<file path="src/sv/rwss_pkg.sv">
// Shared constants and types of the register write shadow store unit.
// No dependencies.
package rwss_pkg;

  localparam int unsigned SHADOW_ENTRIES = 256;
  localparam int unsigned ADDR_W         = 48;
  localparam int unsigned WCODE_W        = 3;
  localparam int unsigned DATA_W         = 64;

  localparam logic REQ_READ  = 1'b0;
  localparam logic REQ_WRITE = 1'b1;

  // request held for the whole walk down the chain
  typedef struct packed {
    logic               is_write;
    logic [ADDR_W-1:0]  addr;
    logic [WCODE_W-1:0] wcode;
    logic [DATA_W-1:0]  data;
  } key_t;

  // beat handed from cell to cell
  typedef struct packed {
    logic              vld;
    logic              done;
    logic              hit;
    logic [DATA_W-1:0] rdata;
  } token_t;

endpackage

</file>
<file path="src/sv/rwss_cell.sv">
// One shadow entry: compares the passing request and hands the token on.
// Depends on rwss_pkg.
module rwss_cell
  import rwss_pkg::*;
(
  input  logic   clk_i,
  input  logic   rst_ni,
  input  key_t   key_i,
  input  token_t tok_i,
  output token_t tok_o
);

  logic               valid_q, valid_d;
  logic [ADDR_W-1:0]  addr_q, addr_d;
  logic [WCODE_W-1:0] wcode_q, wcode_d;
  logic [DATA_W-1:0]  value_q, value_d;
  token_t             tok_q, tok_d;
  logic               act;
  logic               match;

  assign act   = tok_i.vld && !tok_i.done;
  assign match = valid_q && (addr_q == key_i.addr) && (wcode_q == key_i.wcode);

  always_comb begin
    tok_d   = tok_i;
    valid_d = valid_q;
    addr_d  = addr_q;
    wcode_d = wcode_q;
    value_d = value_q;
    if (act) begin
      if (match) begin
        tok_d.done = 1'b1;
        if (key_i.is_write == REQ_WRITE) begin
          value_d = key_i.data;
        end else begin
          tok_d.hit   = 1'b1;
          tok_d.rdata = value_q;
        end
      end else if (!valid_q) begin
        // valid entries form a prefix: first free entry ends the search
        tok_d.done = 1'b1;
        if (key_i.is_write == REQ_WRITE) begin
          valid_d = 1'b1;
          addr_d  = key_i.addr;
          wcode_d = key_i.wcode;
          value_d = key_i.data;
        end
      end
    end
  end

  always_ff @(posedge clk_i or negedge rst_ni) begin
    if (!rst_ni) begin
      valid_q <= 1'b0;
      tok_q   <= '0;
    end else begin
      valid_q <= valid_d;
      tok_q   <= tok_d;
    end
  end

  always_ff @(posedge clk_i) begin
    addr_q  <= addr_d;
    wcode_q <= wcode_d;
    value_q <= value_d;
  end

  assign tok_o = tok_q;

endmodule

</file>
<file path="config.mk">
export PLATFORM = sky130hd
export DESIGN_NAME = rwss_cell
export DESIGN_NICKNAME = d
export VERILOG_FILES = /design/src/sv/rwss_pkg.sv /design/src/sv/rwss_cell.sv
export SDC_FILE = /design/constraint.sdc
export NUM_CORES = 1
export LEC_CHECK = 0
export ABC_AREA = 1
export BUFFER_PORTS_ARGS = -buffer_cell sky130_fd_sc_hd__buf_2
export CAP_MARGIN = 20
export CORE_ASPECT_RATIO = 1.2
export CORE_MARGIN = 3
export CORE_UTILIZATION = 35
export CTS_CLUSTER_DIAMETER = 150
export DETAILED_ROUTE_END_ITERATION = 6
export GPL_TIMING_DRIVEN = 0
export PLACE_DENSITY = 0.61
export SLEW_MARGIN = 40
export SYNTH_ARGS = -nofsm -noshare
export SYNTH_HDL_FRONTEND = slang
export SYNTH_SLANG_ARGS = --single-unit
</file>
<file path="constraint.sdc">
create_clock -name clk_i -period 11.1 [get_ports clk_i]
set_input_delay 1.665 -clock clk_i [delete_from_list [all_inputs] [get_ports clk_i]]
set_output_delay 1.665 -clock clk_i [all_outputs]
set_load 0.05 [all_outputs]
</file>
# == Yosys cells after proc, flatten, opt, wreduce, memory -nomap -nowiden ==
# Cells that the tools add are included.
# word_totals
register_bits,183
out_inout_bits,67
elab_cells,30
# op_classes
reduce_logical,7
n_mux,10
n_eq_ne,3
bitwise_logic,2
# op_table
op,n
64-bit 2-to-1 mux,3
65-bit 2-to-1 mux,2
66-bit 2-to-1 mux,1
48-bit == test,1
1-bit 2-to-1 mux,4
2-bit AND reduction,2
4-bit AND reduction,1
3-bit == test,1
1-bit logical AND,3
2-bit by 1-bit inequality test with 1-bit output (second input constant),1
1-bit inverter,2
1-bit logical NOT,1

# == Longest topological paths before layout ==
# Gate-level depths: netlist of the first run.
# logic_depth
depth_word,5
depth_mapped,12
depth_no_buf,11

# == Least setup slack after synthesis of the first run ==
# No wires, ideal clock.
# synth_path
path_type,input -> register
from,input port key_i[77] in the netlist's numbering
to,register value_q[0] (enable)
n_path_buf,1
arrival_ns,5.615
stages,8
t_required_ns,10.593
path_slack_ns,4.978
path_cell_list,xnor2_1 > nand2_1 > nor2_1 > nand3_1 > nor2_4 > buf_6 > nand2_1 > a21oi_1
# synth_via
elab_chain_len,5
# synth_rtl
element,line_no,text
"start, declared",rwss_cell.sv:8,"input key_t key_i,"
48-bit == test,rwss_cell.sv:22,assign match = valid_q && (addr_q == key_i.addr) && (wcode_q == key_i.wcode);
1-bit logical AND (2 in a row),rwss_cell.sv:22,
2-bit by 1-bit inequality test with 1-bit output (no line),--,
2-bit AND reduction (no line),--,
"end signal, assigned",rwss_cell.sv:65,value_q <= value_d;
"end, declared",rwss_cell.sv:16,"logic [DATA_W-1:0] value_q, value_d;"
# No other way between the ends.
# A chain may end at the register's enable or synchronous reset.

# == Final worst setup path of the first run ==
# layout_path
from,input port key_i[77] in the netlist's numbering
to,register value_q[23] (enable)
# Same word-level chain as after synthesis.

==> implementation parameters, run 1 <==
Parameter                              Value

Run status
  Status ... completed

Detailed routing
  Initial DRC Count ... 430
  Average wire per standard cell ... 15.84 um
  Final ANT Viol Nets ... 0
  Number of detailed-routing iterations run before antenna repair ... 5
  Total wire length after detailed routing ... 24810 um
  Drt via density ... 4.663
  Post-route DRC violation count ... 0
  Total via count after detailed routing ... 7307

Clocking
  Latest clock arrival within the worst-skew pair ... 440 ps
  Count of clock tree sinks ... 183
  Root Driver ... clkbuf_16
  Hold buffer count at cts ... 0
  Cts bufs inserted ... 17
  Clock tree from TritonCTS ... yes
  Post-cts sizing count ... 0
  Longest Clk Path Bufs ... 2
  Clk slew on worst S/H paths ... 80 ps
  H-Tree Level Count ... 4
  Setup fix buffers added after clock tree synthesis ... 0

Die
  I/O pins ... 252
  Core region area ... 23430 um^2
  Die outline area ... 25970 um^2
  Starting density of the core ... 0.3595
  Vertical die dimension ... 176.0 um
  Overall die width ... 147.6 um
  Floorplan row count ... 61

STA
  Unrepaired setup endpoints after global routing ... false
  Maximum clock rate ... 286.7 MHz
  Max-slew violation count ... 0
  Worst rel slew slack ... 0.5964
  Final setup violation count ... 0
  Shortest period the worst path allows ... 3488 ps
  Final Hold Fails ... 0
  Min setup slack post-route ... 7612 ps
  Least-Margin Pin Slew ... 605.4 ps
  Final cycle utilization of the critical path ... 0.3142
  Max Clock Skew ... 15.11 ps
  Total Negative Setup Slacks ... 0 ps

Power and ir drop
  Ratio of total power to cell area ... 141.2 nW/um^2
  Share of power burned in combinational logic ... 0.110
  Internal ... 0.001099 W
  Sequential power share ... 0.482
  Clock network fraction of total power ... 0.408
  Peak VDD IR ... 0.09695 mV
  Psw ... 0.0004380 W
  Leak Pwr ... 5.449 nW
  Switching portion of total power ... 0.2850

Worst setup path
  Setup slack of the most critical reg-to-reg path ... 8560 ps
  Cell breakdown of the critical path ... buf_2 -> xnor2_1 -> nand2_1 -> nor2_1 -> nand3_1 -> nor2_4 -> buf_6 -> nand2_1 -> a21oi_4 -> buf_8 -> buf_8
  Crit path buf inv count ... 4
  Worst R2R Start ... wcode_q[2]
  Master of the slowest instance on the critical path ... xnor2_1
  Category of the most critical setup path ... in2reg
  Maximum fanout along the worst path ... 14
  Stage delay of the slowest cell on the critical path ... 250 ps
  Type of element launching the critical path ... input port
  Count of cells along the worst register-to-register path ... 10
  Required time at the worst-slack endpoint ... 11250 ps
  Delay-heaviest family, CP ... simple AND/OR/NAND/NOR gates
  Setup crit end kind ... flop
  Arrival time reported for the critical path endpoint ... 3640 ps
  Reg-to-reg critical path endpoint ... value_q[23]

Placement
  Final RePlAce weighted congestion ... 0.8512
  Cell Count Post-Placement ... 1530
  Sum of net half-perimeters after detailed placement ... 18650 um
  Placement Setup Slack ... 7137 ps
  Quantity of I/O buffers inserted on ports ... 251

Yosys
  Summed instance area of the synthesized netlist ... 8424 um^2
  Post-synth top area cell ... edfxtp_1
  Register bit count reported by yosys ... 183
  Syn avg cell area ... 8.812 um^2
  Total of warnings raised by yosys ... 0
  Mapped Cells ... 956
  Number of distinct library cell variants in the gate-level netlist after synthesis ... 24
  Area share of the largest cell type after synthesis ... 0.4099
  Seq/Total Area, Yosys ... 0.6119
  Synthesized Nets ... 1141
  Cell types with the largest area share after synthesis ... edfxtp_1, nand2_1, dfrtp_1, nand4_1, inv_1

Global route
  Leftover overflow at the end of global routing ... 0
  Combined global-route utilization of all metal layers ... 0.1888
  Wire length of the first global-routing pass ... 37800 um
  Maximum number of pins on one net before global-route repair ... 45
  Initial antenna violation count ... 10
  Number of global-route vias before repair ... 7057

Worst hold path
  Worst hold path stage count ... 4
  HP Class ... reg2reg
  Hold path endpoint ... tok_o[51]
  Beginning of the worst hold path ... value_q[51]

Layout
  Final layout net count ... 1419
  Layout cell share with drive strength beyond 1 ... 0.2550
  # fillers ... 2296
  Fraction of the core area covered by cells at the end of the flow ... 0.4643
  Area growth from synthesis to final layout ... 29.14%
  Post-route non-filler standard cell count ... 1567

Flow run
  MaxCap Viol Count ... 0
-- registers in the layout, indices dropped and copies added, names as in the netlist --
| name | flops |
|---|---|
| tok_o | 67 |
| value_q | 64 |
| addr_q | 48 |
| wcode_q | 3 |
| valid_q | 1 |
-- placed cells by master (no fill, tap or decap), drive strengths merged, types with 2 or more instances in the layout --
cell / n
diode: 5
clkbuf: 37
nor2: 58
inv: 93
nand3: 11
and2: 3
o21ai: 7
nand2: 482
edfxtp: 115
xnor2: 10
nand3b: 2
clkinv: 9
nand4: 69
dfrtp: 68
buf: 280
-- worst max path at each step --
| stage | startpoint | end | cells after the start |
|---|---|---|---|
| after CTS | key_i[66] | value_q[21] | 11 |
| after floorplan | key_i[77] | value_q[0] | 8 |
| after global placement | key_i[101] | value_q[18] | 9 |
| after global routing | key_i[101] | value_q[16] | 11 |
| final | key_i[77] | value_q[23] | 11 |
| after detailed placement | key_i[66] | value_q[18] | 11 |
-- area by class of cell --
type | instances | area [um^2] | share of cell area
antenna | 5 | 12.51 | 0.001150
buffer | 41 | 226.5 | 0.02082
clock buffer | 17 | 425.4 | 0.03910
clock inverter | 15 | 196.4 | 0.01806
inverter | 87 | 326.6 | 0.03002
multi-input combinational | 645 | 2735 | 0.2514
sequential | 183 | 5155 | 0.4738
tap | 315 | 394.1 | 0.03623
timing repair buffer | 259 | 1408 | 0.1294
-- per-stage QoR --
| step | power (W) | hold slack [ps] | instance area, um^2 |
|---|---|---|---|
| final | 0.001537 | 594.9 | 10880 |
| after floorplan | 0.0008472 | 515.3 | 8424 |
| after global routing | 0.001596 | 640.6 | 10880 |
| after detailed placement | 0.0009254 | 580.1 | 10240 |
| after CTS | 0.001549 | 597.4 | 10870 |
| after global placement | 0.0009218 | 555.6 | 10070 |
-- per-layer routing --
| metal | part of all wire | global-route usage |
|---|---|---|
| met4 | 0.030 | 0.07692 |
| met1 | 0.41 | 0.2321 |
| met3 | 0.079 | 0.06162 |
| met5 | 0.0023 | 0 |
| met2 | 0.48 | 0.3080 |
-- Yosys cell counts, drive strengths merged --
| cell type | instances |
|---|---|
| nand3 | 11 |
| buf | 21 |
| a21oi | 1 |
| nand4 | 69 |
| and2 | 3 |
| nand3b | 2 |
| edfxtp | 115 |
| o21ai | 7 |
| or2 | 1 |
| nor3b | 1 |
| clkbuf | 20 |
| nor2 | 58 |
| clkinv | 1 |
| xnor2 | 10 |
| dfrtp | 68 |
| nand2 | 482 |
| inv | 86 |
-- power by group through the flow --
stage	Sequential (W)	Combinational [W]	Clock [W]
4_1_cts	0.000740	0.000171	0.000638
3_5_place_dp	0.000755	0.000170	0
5_1_grt	0.000742	0.000187	0.000668
2_1_floorplan	0.000800	0.0000470	0
3_3_place_gp	0.000755	0.000167	0
6_report	0.000740	0.000170	0.000627
-- worst register-to-register path, stage by stage, from the launching register on --
cell	delay [ps]
edfxtp_1	400
xnor2_1	250
nand2_1	100
nor2_1	160
nand3_1	150
nor2_4	230
buf_6	210
nand2_1	120
a21oi_4	240
buf_8	210
buf_8	180
-- cells by family after synthesis --
group,after synthesis,share of synthesized area
AND/OR/NAND/NOR,627,0.3073
buffers and inverters,128,0.06565
flip-flops,183,0.6119
XOR/XNOR,10,0.01040
AO/OA/AOI/OAI,8,0.004752
No activity file was read; power rests on OpenSTA's default activity.
==> inputs of run 2 (changes only) <==
==> constraint.sdc (replaced) <==
create_clock -name clk_i -period 3.3 [get_ports clk_i]
set_input_delay 0.495 -clock clk_i [delete_from_list [all_inputs] [get_ports clk_i]]
set_output_delay 0.495 -clock clk_i [all_outputs]
set_load 0.05 [all_outputs]
==> run 2 against run 1 <==
Sequential share of layout area fell by 0.082 points; sequential power grew to 3.4 times the previous value; wire length down 3.5%; first-iteration DRC count fell by 2.3%; total power rose to 3.4 times the previous value; global-route usage down 0.50 points; worst setup slack got worse by 7300 ps; critical path depth grew 1; clock power grew to 3.5 times the previous value.
==> implementation parameters, run 2 (synthesis results as in run 1) <==
Parameter                              Value

STA
  Final setup violation count ... 0
  Final Hold Slack ... 181.0 ps
  Unrepaired setup endpoints after global routing ... false
  Worst rel slew slack ... 0.6160
  Final cycle utilization of the critical path ... 0.9007
  Least-Margin Pin Slew ... 576.1 ps
  Shortest period the worst path allows ... 2972 ps
  Max Clock Skew ... 18.55 ps
  Max-slew violation count ... 0
  Final Hold Fails ... 0
  Maximum clock rate ... 336.4 MHz

Layout
  Leading cell type in the layout, fill and taps excluded ... nand2_1
  Post-route non-filler standard cell count ... 1568
  Layout cell share with drive strength beyond 1 ... 0.2542
  Flip-flop count of the largest register after layout ... 67
  Final layout net count ... 1419
  # fillers ... 2303
  Area growth from synthesis to final layout ... 29.36%
  Most used cells in the layout excluding fill and tap cells ... nand2_1, buf_2, edfxtp_1, inv_1, nand4_1

Worst hold path
  Worst hold path stage count ... 1
  HP Class ... in2reg

Power and ir drop
  Share of power burned in combinational logic ... 0.109
  Psw ... 0.001505 W
  Leak Pwr ... 5.457 nW
  Internal ... 0.003726 W
  Peak VDD IR ... 0.3130 mV
  Switching portion of total power ... 0.2877
  Ratio of total power to cell area ... 480.0 nW/um^2
  Sequential power share ... 0.476
  Clock network fraction of total power ... 0.415

Worst setup path
  Maximum fanout along the worst path ... 18
  Crit path buf inv count ... 5
  Cell breakdown of the critical path ... xnor2_1 -> nand2_1 -> nor2_1 -> nand3_1 -> nor2_4 -> buf_6 -> nand2_1 -> a21oi_4 -> buf_8 -> buf_16 -> buf_8 -> buf_8
  Required time at the worst-slack endpoint ... 3440 ps
  Arrival time reported for the critical path endpoint ... 3120 ps
  Setup crit end kind ... flop
  Type of element launching the critical path ... flop
  Delay-heaviest family, CP ... buffers and inverters
  Stage delay of the slowest cell on the critical path ... 380 ps
  Category of the most critical setup path ... reg2reg
  Count of cells along the worst register-to-register path ... 12
  Critical path depth in cells ... 12
  Master of the slowest instance on the critical path ... edfxtp_1
  Most used cell along the critical path ... buf_8

Detailed routing
  Average wire per standard cell ... 15.27 um
  Number of detailed-routing iterations run before antenna repair ... 5
  Post-route DRC violation count ... 0
  Initial DRC Count ... 420
  Total wire length after detailed routing ... 23940 um
  Drt via density ... 4.487
  Final ANT Viol Nets ... 0
  Total via count after detailed routing ... 7035

Global route
  Number of global-route vias before repair ... 6935
  Maximum number of pins on one net before global-route repair ... 49
  Wire length of the first global-routing pass ... 36650 um
  Initial antenna violation count ... 10
  Combined global-route utilization of all metal layers ... 0.1839
  Leftover overflow at the end of global routing ... 0

Clocking
  Longest Clk Path Bufs ... 2
  Root Driver ... clkbuf_16
  H-Tree Level Count ... 4
  Count of clock tree sinks ... 183
  Clock tree from TritonCTS ... yes
  Clk slew on worst S/H paths ... 80 ps
  Latest clock arrival within the worst-skew pair ... 450 ps
  Cts bufs inserted ... 17

Die
  Floorplan row count ... 61
  Vertical die dimension ... 176.0 um
  Starting density of the core ... 0.3595
  Die outline area ... 25970 um^2
  Overall die width ... 147.6 um
  Core region area ... 23430 um^2
  I/O pins ... 252

Placement
  Sum of net half-perimeters after detailed placement ... 18280 um
  Final RePlAce weighted congestion ... 0.8201
  Quantity of I/O buffers inserted on ports ... 251
  Cell Count Post-Placement ... 1529

Run status
  Status ... completed

Flow run
  MaxCap Viol Count ... 0
-- run 2: changes by cell type in the layout (fill, tap and decap cells not counted), sizes merged --
cell         change
dlygate4sd3      +1
clkinv           -3
buf              -1
inv              +3
diode            +1
-- run 2: worst paths after layout --
kind / end / slack [ps] / startpoint
setup / recovery: value_q[8] / 330 / wcode_q[2]
hold / removal: tok_o[66] / 180 / tok_i[66]
setup reg to reg: value_q[8] / 330 / wcode_q[2]
hold reg to reg: tok_o[24] / 600 / value_q[24]
max in group asynchronous: tok_o[8] / 2290 / rst_ni
min in group asynchronous: tok_o[51] / 450 / rst_ni
-- run 2: power groups by stage --
stage	clock, W	combinational [W]	sequential (W)
after floorplan	0	0.000158	0.00269
after global placement	0	0.000559	0.00254
after detailed placement	0	0.000571	0.00254
after CTS	0.00223	0.000574	0.00249
after global routing	0.00233	0.000627	0.00249
final	0.00217	0.000568	0.00249
-- run 2: what timing repair did --
action / CTS / global route
gates resized for setup: 0 / 0
hold endpoints to repair: 20 / 0
hold buffers: 1 / 0
setup buffers: 0 / 0
-- run 2: stage by stage --
| stage | setup slack, ps | TNS (ps) | total power, W | util | area, um^2 |
|---|---|---|---|---|---|
| finish | 327.7 | 0 | 0.005231 | 0.4651 | 10900 |
| global route | 119.1 | 0 | 0.005453 | 0.4651 | 10900 |
| CTS | 272.2 | 0 | 0.005290 | 0.4645 | 10880 |
| detailed placement | 50.46 | 0 | 0.003111 | 0.4366 | 10230 |
| global placement | -636.1 | -60500 | 0.003100 | 0.4306 | 10090 |
| floorplan | 412.5 | 0 | 0.002850 | - | 8438 |
-- run 2: routing by layer --
metal | vias to the layer above | part of all wire | wire length (um) | track usage
met5 | - | 0.0023 | 55 | 0
met4 | 8 | 0.030 | 711 | 0.08081
met3 | 45 | 0.062 | 1487 | 0.04904
met2 | 214 | 0.49 | 11780 | 0.3032
met1 | 3157 | 0.41 | 9902 | 0.2278
li1 | 3611 | - | - | -
-- run 2: cell type report --
| type | count | area (um^2) | share of cell area |
|---|---|---|---|
| Clock buffer | 17 | 425.4 | 0.03904 |
| Antenna cell | 6 | 15.01 | 0.001378 |
| Timing Repair Buffer | 259 | 1403 | 0.1287 |
| Multi-Input combinational cell | 645 | 2735 | 0.2510 |
| Tap cell | 315 | 394.1 | 0.03617 |
| Inverter | 87 | 326.6 | 0.02997 |
| Sequential cell | 183 | 5155 | 0.4730 |
| Clock inverter | 15 | 217.7 | 0.01998 |
| Buffer | 41 | 226.5 | 0.02078 |
==> inputs of run 3 (changes only) <==
--- a/config.mk
+++ b/config.mk
@@ -5,8 +5,7 @@
 export SDC_FILE = /design/constraint.sdc
 export NUM_CORES = 1
 export LEC_CHECK = 0
-export ABC_AREA = 1
-export BUFFER_PORTS_ARGS = -buffer_cell sky130_fd_sc_hd__buf_2
+export BUFFER_PORTS_ARGS = -buffer_cell sky130_fd_sc_hd__buf_4
 export CAP_MARGIN = 20
 export CORE_ASPECT_RATIO = 1.2
 export CORE_MARGIN = 3
@@ -14,7 +13,7 @@
 export CTS_CLUSTER_DIAMETER = 150
 export DETAILED_ROUTE_END_ITERATION = 6
 export GPL_TIMING_DRIVEN = 0
-export PLACE_DENSITY = 0.61
+export PLACE_DENSITY = 0.63
 export SLEW_MARGIN = 40
 export SYNTH_ARGS = -nofsm -noshare
 export SYNTH_HDL_FRONTEND = slang
==> run 3 against run 2 <==
Highest routed layer is now met4; combinational power is 7.9% lower; critical path type unchanged; die area is 19% lower; register-to-register slack better by 260 ps; non-clock buffer count is 35 lower; clock power is 5% lower.
==> implementation parameters, run 3 <==
Parameter                              Value

Die
  Starting density of the core ... 0.3575
  Core region area ... 18920 um^2
  Floorplan row count ... 55
  Overall die width ... 132.9 um
  Die outline area ... 21040 um^2
  Vertical die dimension ... 158.3 um
  I/O pins ... 252

Run status
  Status ... completed

Clocking
  Latest clock arrival within the worst-skew pair ... 420 ps
  Setup fix buffers added after clock tree synthesis ... 0
  H-Tree Level Count ... 4
  Count of clock tree sinks ... 183
  Clock tree from TritonCTS ... yes
  Cts bufs inserted ... 17
  Hold buffer count at cts ... 0
  Post-cts sizing count ... 0
  Root Driver ... clkbuf_16
  Clk slew on worst S/H paths ... 70 ps
  Longest Clk Path Bufs ... 2

Power and ir drop
  Peak VDD IR ... 0.3269 mV
  Ratio of total power to cell area ... 523.6 nW/um^2
  Total power ... 0.005090 W
  Leak Pwr ... 4.098 nW

STA
  Final Hold Fails ... 0
  Maximum clock rate ... 368.4 MHz
  Final cycle utilization of the critical path ... 0.8226
  Max-slew violation count ... 0
  Max Clock Skew ... 12.16 ps
  Shortest period the worst path allows ... 2715 ps
  Least-Margin Pin Slew ... 771.5 ps
  Unrepaired setup endpoints after global routing ... false
  Worst rel slew slack ... 0.4857
  Final setup violation count ... 0

Worst setup path
  Category of the most critical setup path ... reg2reg
  Maximum fanout along the worst path ... 16
  Arrival time reported for the critical path endpoint ... 2840 ps
  Setup crit end kind ... flop
  Type of element launching the critical path ... flop
  Required time at the worst-slack endpoint ... 3430 ps

Global route
  Initial antenna violation count ... 0
  Number of global-route vias before repair ... 4334
  Wire length of the first global-routing pass ... 23580 um
  Maximum number of pins on one net before global-route repair ... 69
  Combined global-route utilization of all metal layers ... 0.1457
  Leftover overflow at the end of global routing ... 0

Yosys
  Leading cell types by count after synthesis ... edfxtp_1, dfrtp_1, xnor2_1
  Cell types with the largest area share after synthesis ... edfxtp_1, dfrtp_1, mux2_4, xnor2_1, mux2_2
  Leading cell type by number of instances after synthesis ... edfxtp_1
  Proportion of register bits with asynchronous set or reset after synthesis ... 0.3716
  Post-synth top area cell ... edfxtp_1
  Register bit count reported by yosys ... 183
  Mapped Cells ... 336
  Syn avg cell area ... 20.13 um^2
  Summed instance area of the synthesized netlist ... 6765 um^2
  Seq/Total Area, Yosys ... 0.7620
  Post-synth EDFFs ... 115
  Number of distinct library cell variants in the gate-level netlist after synthesis ... 21
  Total of warnings raised by yosys ... 0
  Synthesized Nets ... 521
  Area share of the largest cell type after synthesis ... 0.5104
  Dominant synthesized flop cell ... edfxtp_1

Flow run
  MaxCap Viol Count ... 0

Placement
  Cell Count Post-Placement ... 850
  Sum of net half-perimeters after detailed placement ... 11840 um
  Quantity of I/O buffers inserted on ports ... 251
  Final RePlAce weighted congestion ... 0.7450

Layout
  Most used cells in the layout excluding fill and tap cells ... buf_4, edfxtp_1, dfrtp_1, xnor2_1, mux2_4
  Post-route non-filler standard cell count ... 882
  Layout cell share with drive strength beyond 1 ... 0.5799
  Fraction of the core area covered by cells at the end of the flow ... 0.5137
  Flip-flop count of the largest register after layout ... 67
  Leading cell type in the layout, fill and taps excluded ... buf_4
  Area occupied by registers ... 5155 um^2
  Area growth from synthesis to final layout ... 43.68%
  Combined area of the multi-input logic cells ... 1554 um^2
  Inserted Diodes ... 0
  # fillers ... 1626
  Final layout net count ... 798

Detailed routing
  Total wire length after detailed routing ... 15380 um
  Final ANT Viol Nets ... 0
  Total via count after detailed routing ... 3896
  Number of detailed-routing iterations run before antenna repair ... 4
  Initial DRC Count ... 166
  Post-route DRC violation count ... 0
  Average wire per standard cell ... 17.43 um
  Drt via density ... 4.417

Worst hold path
  HP Class ... in2async
==> run 3: layout make-up <==
type                            count  share of cell area
Clock inverter                     13             0.01635
Multi-Input combinational cell    144              0.1599
Tap cell                          256             0.03295
Clock buffer                       19             0.04557
Sequential cell                   183              0.5303
Inverter                            2           0.0007723
Timing Repair Buffer              258              0.2072
Buffer                              7            0.006951
==> run 3: layer usage <==
metal / GRT usage / vias up / share of wire
met2: 0.2452 / 172 / 0.51
met3: 0.05721 / 27 / 0.088
met1: 0.1666 / 1898 / 0.38
li1: - / 1799 / -
met4: 0.06238 / 0 / 0.024
met5: 0 / - / 0
==> run 3: worst max-delay path: stages (launching register included) <==
cell      delay [ps]
edfxtp_1         400
xnor2_1          170
nand4_1          150
nor3_1           410
nand4_1          290
a21oi_4          550
buf_8            260
buf_8            170
==> run 3: stage by stage <==
step | hold slack, ps | setup TNS, ps | area [um^2] | worst slack (ps)
final | 74.70 | 0 | 9721 | 585.5
after global routing | 118.7 | 0 | 9721 | 397.7
after CTS | 97.55 | 0 | 9721 | 539.6
after detailed placement | 464.7 | 0 | 9119 | 310.3
after global placement | 456.2 | -73940 | 8981 | -916.8
after floorplan | 199.4 | -2161 | 6777 | -42.38
==> run 3: final timing paths <==
kind | from | endpoint | slack [ps] | cells after the start
max | addr_q[32] | value_q[2] | 590 | 7
max in group asynchronous | rst_ni | tok_o[50] | 2740 | 1
min | rst_ni | tok_o[63] | 70 | 1
max reg2reg | addr_q[32] | value_q[2] | 590 | 7
min in group clk_i | tok_i[66] | tok_o[66] | 220 | 1
min reg2reg | value_q[16] | tok_o[16] | 480 | 1
==> run 3: power by group <==
| part | total [W] | internal, W | switching, W |
|---|---|---|---|
| sequential | 0.00249 | 0.00248 | 0.0000126 |
| clock | 0.00207 | 0.00117 | 0.000908 |
| combinational | 0.000523 | 0.000259 | 0.000264 |
==> run 3: logic make-up (layout without fill, tap and decap cells) <==
| kind of cell | count (synthesis) | after routing | share of synthesized area |
|---|---|---|---|
| muxes | 64 | 64 | 0.1337 |
| xor gates and xnor gates | 50 | 50 | 0.06473 |
| buffers and inverters | 9 | 299 | 0.01110 |
| DFF | 183 | 183 | 0.7620 |
| and+or+nand+nor | 26 | 26 | 0.02460 |
| AOI/OAI and AO/OA | 4 | 4 | 0.003883 |
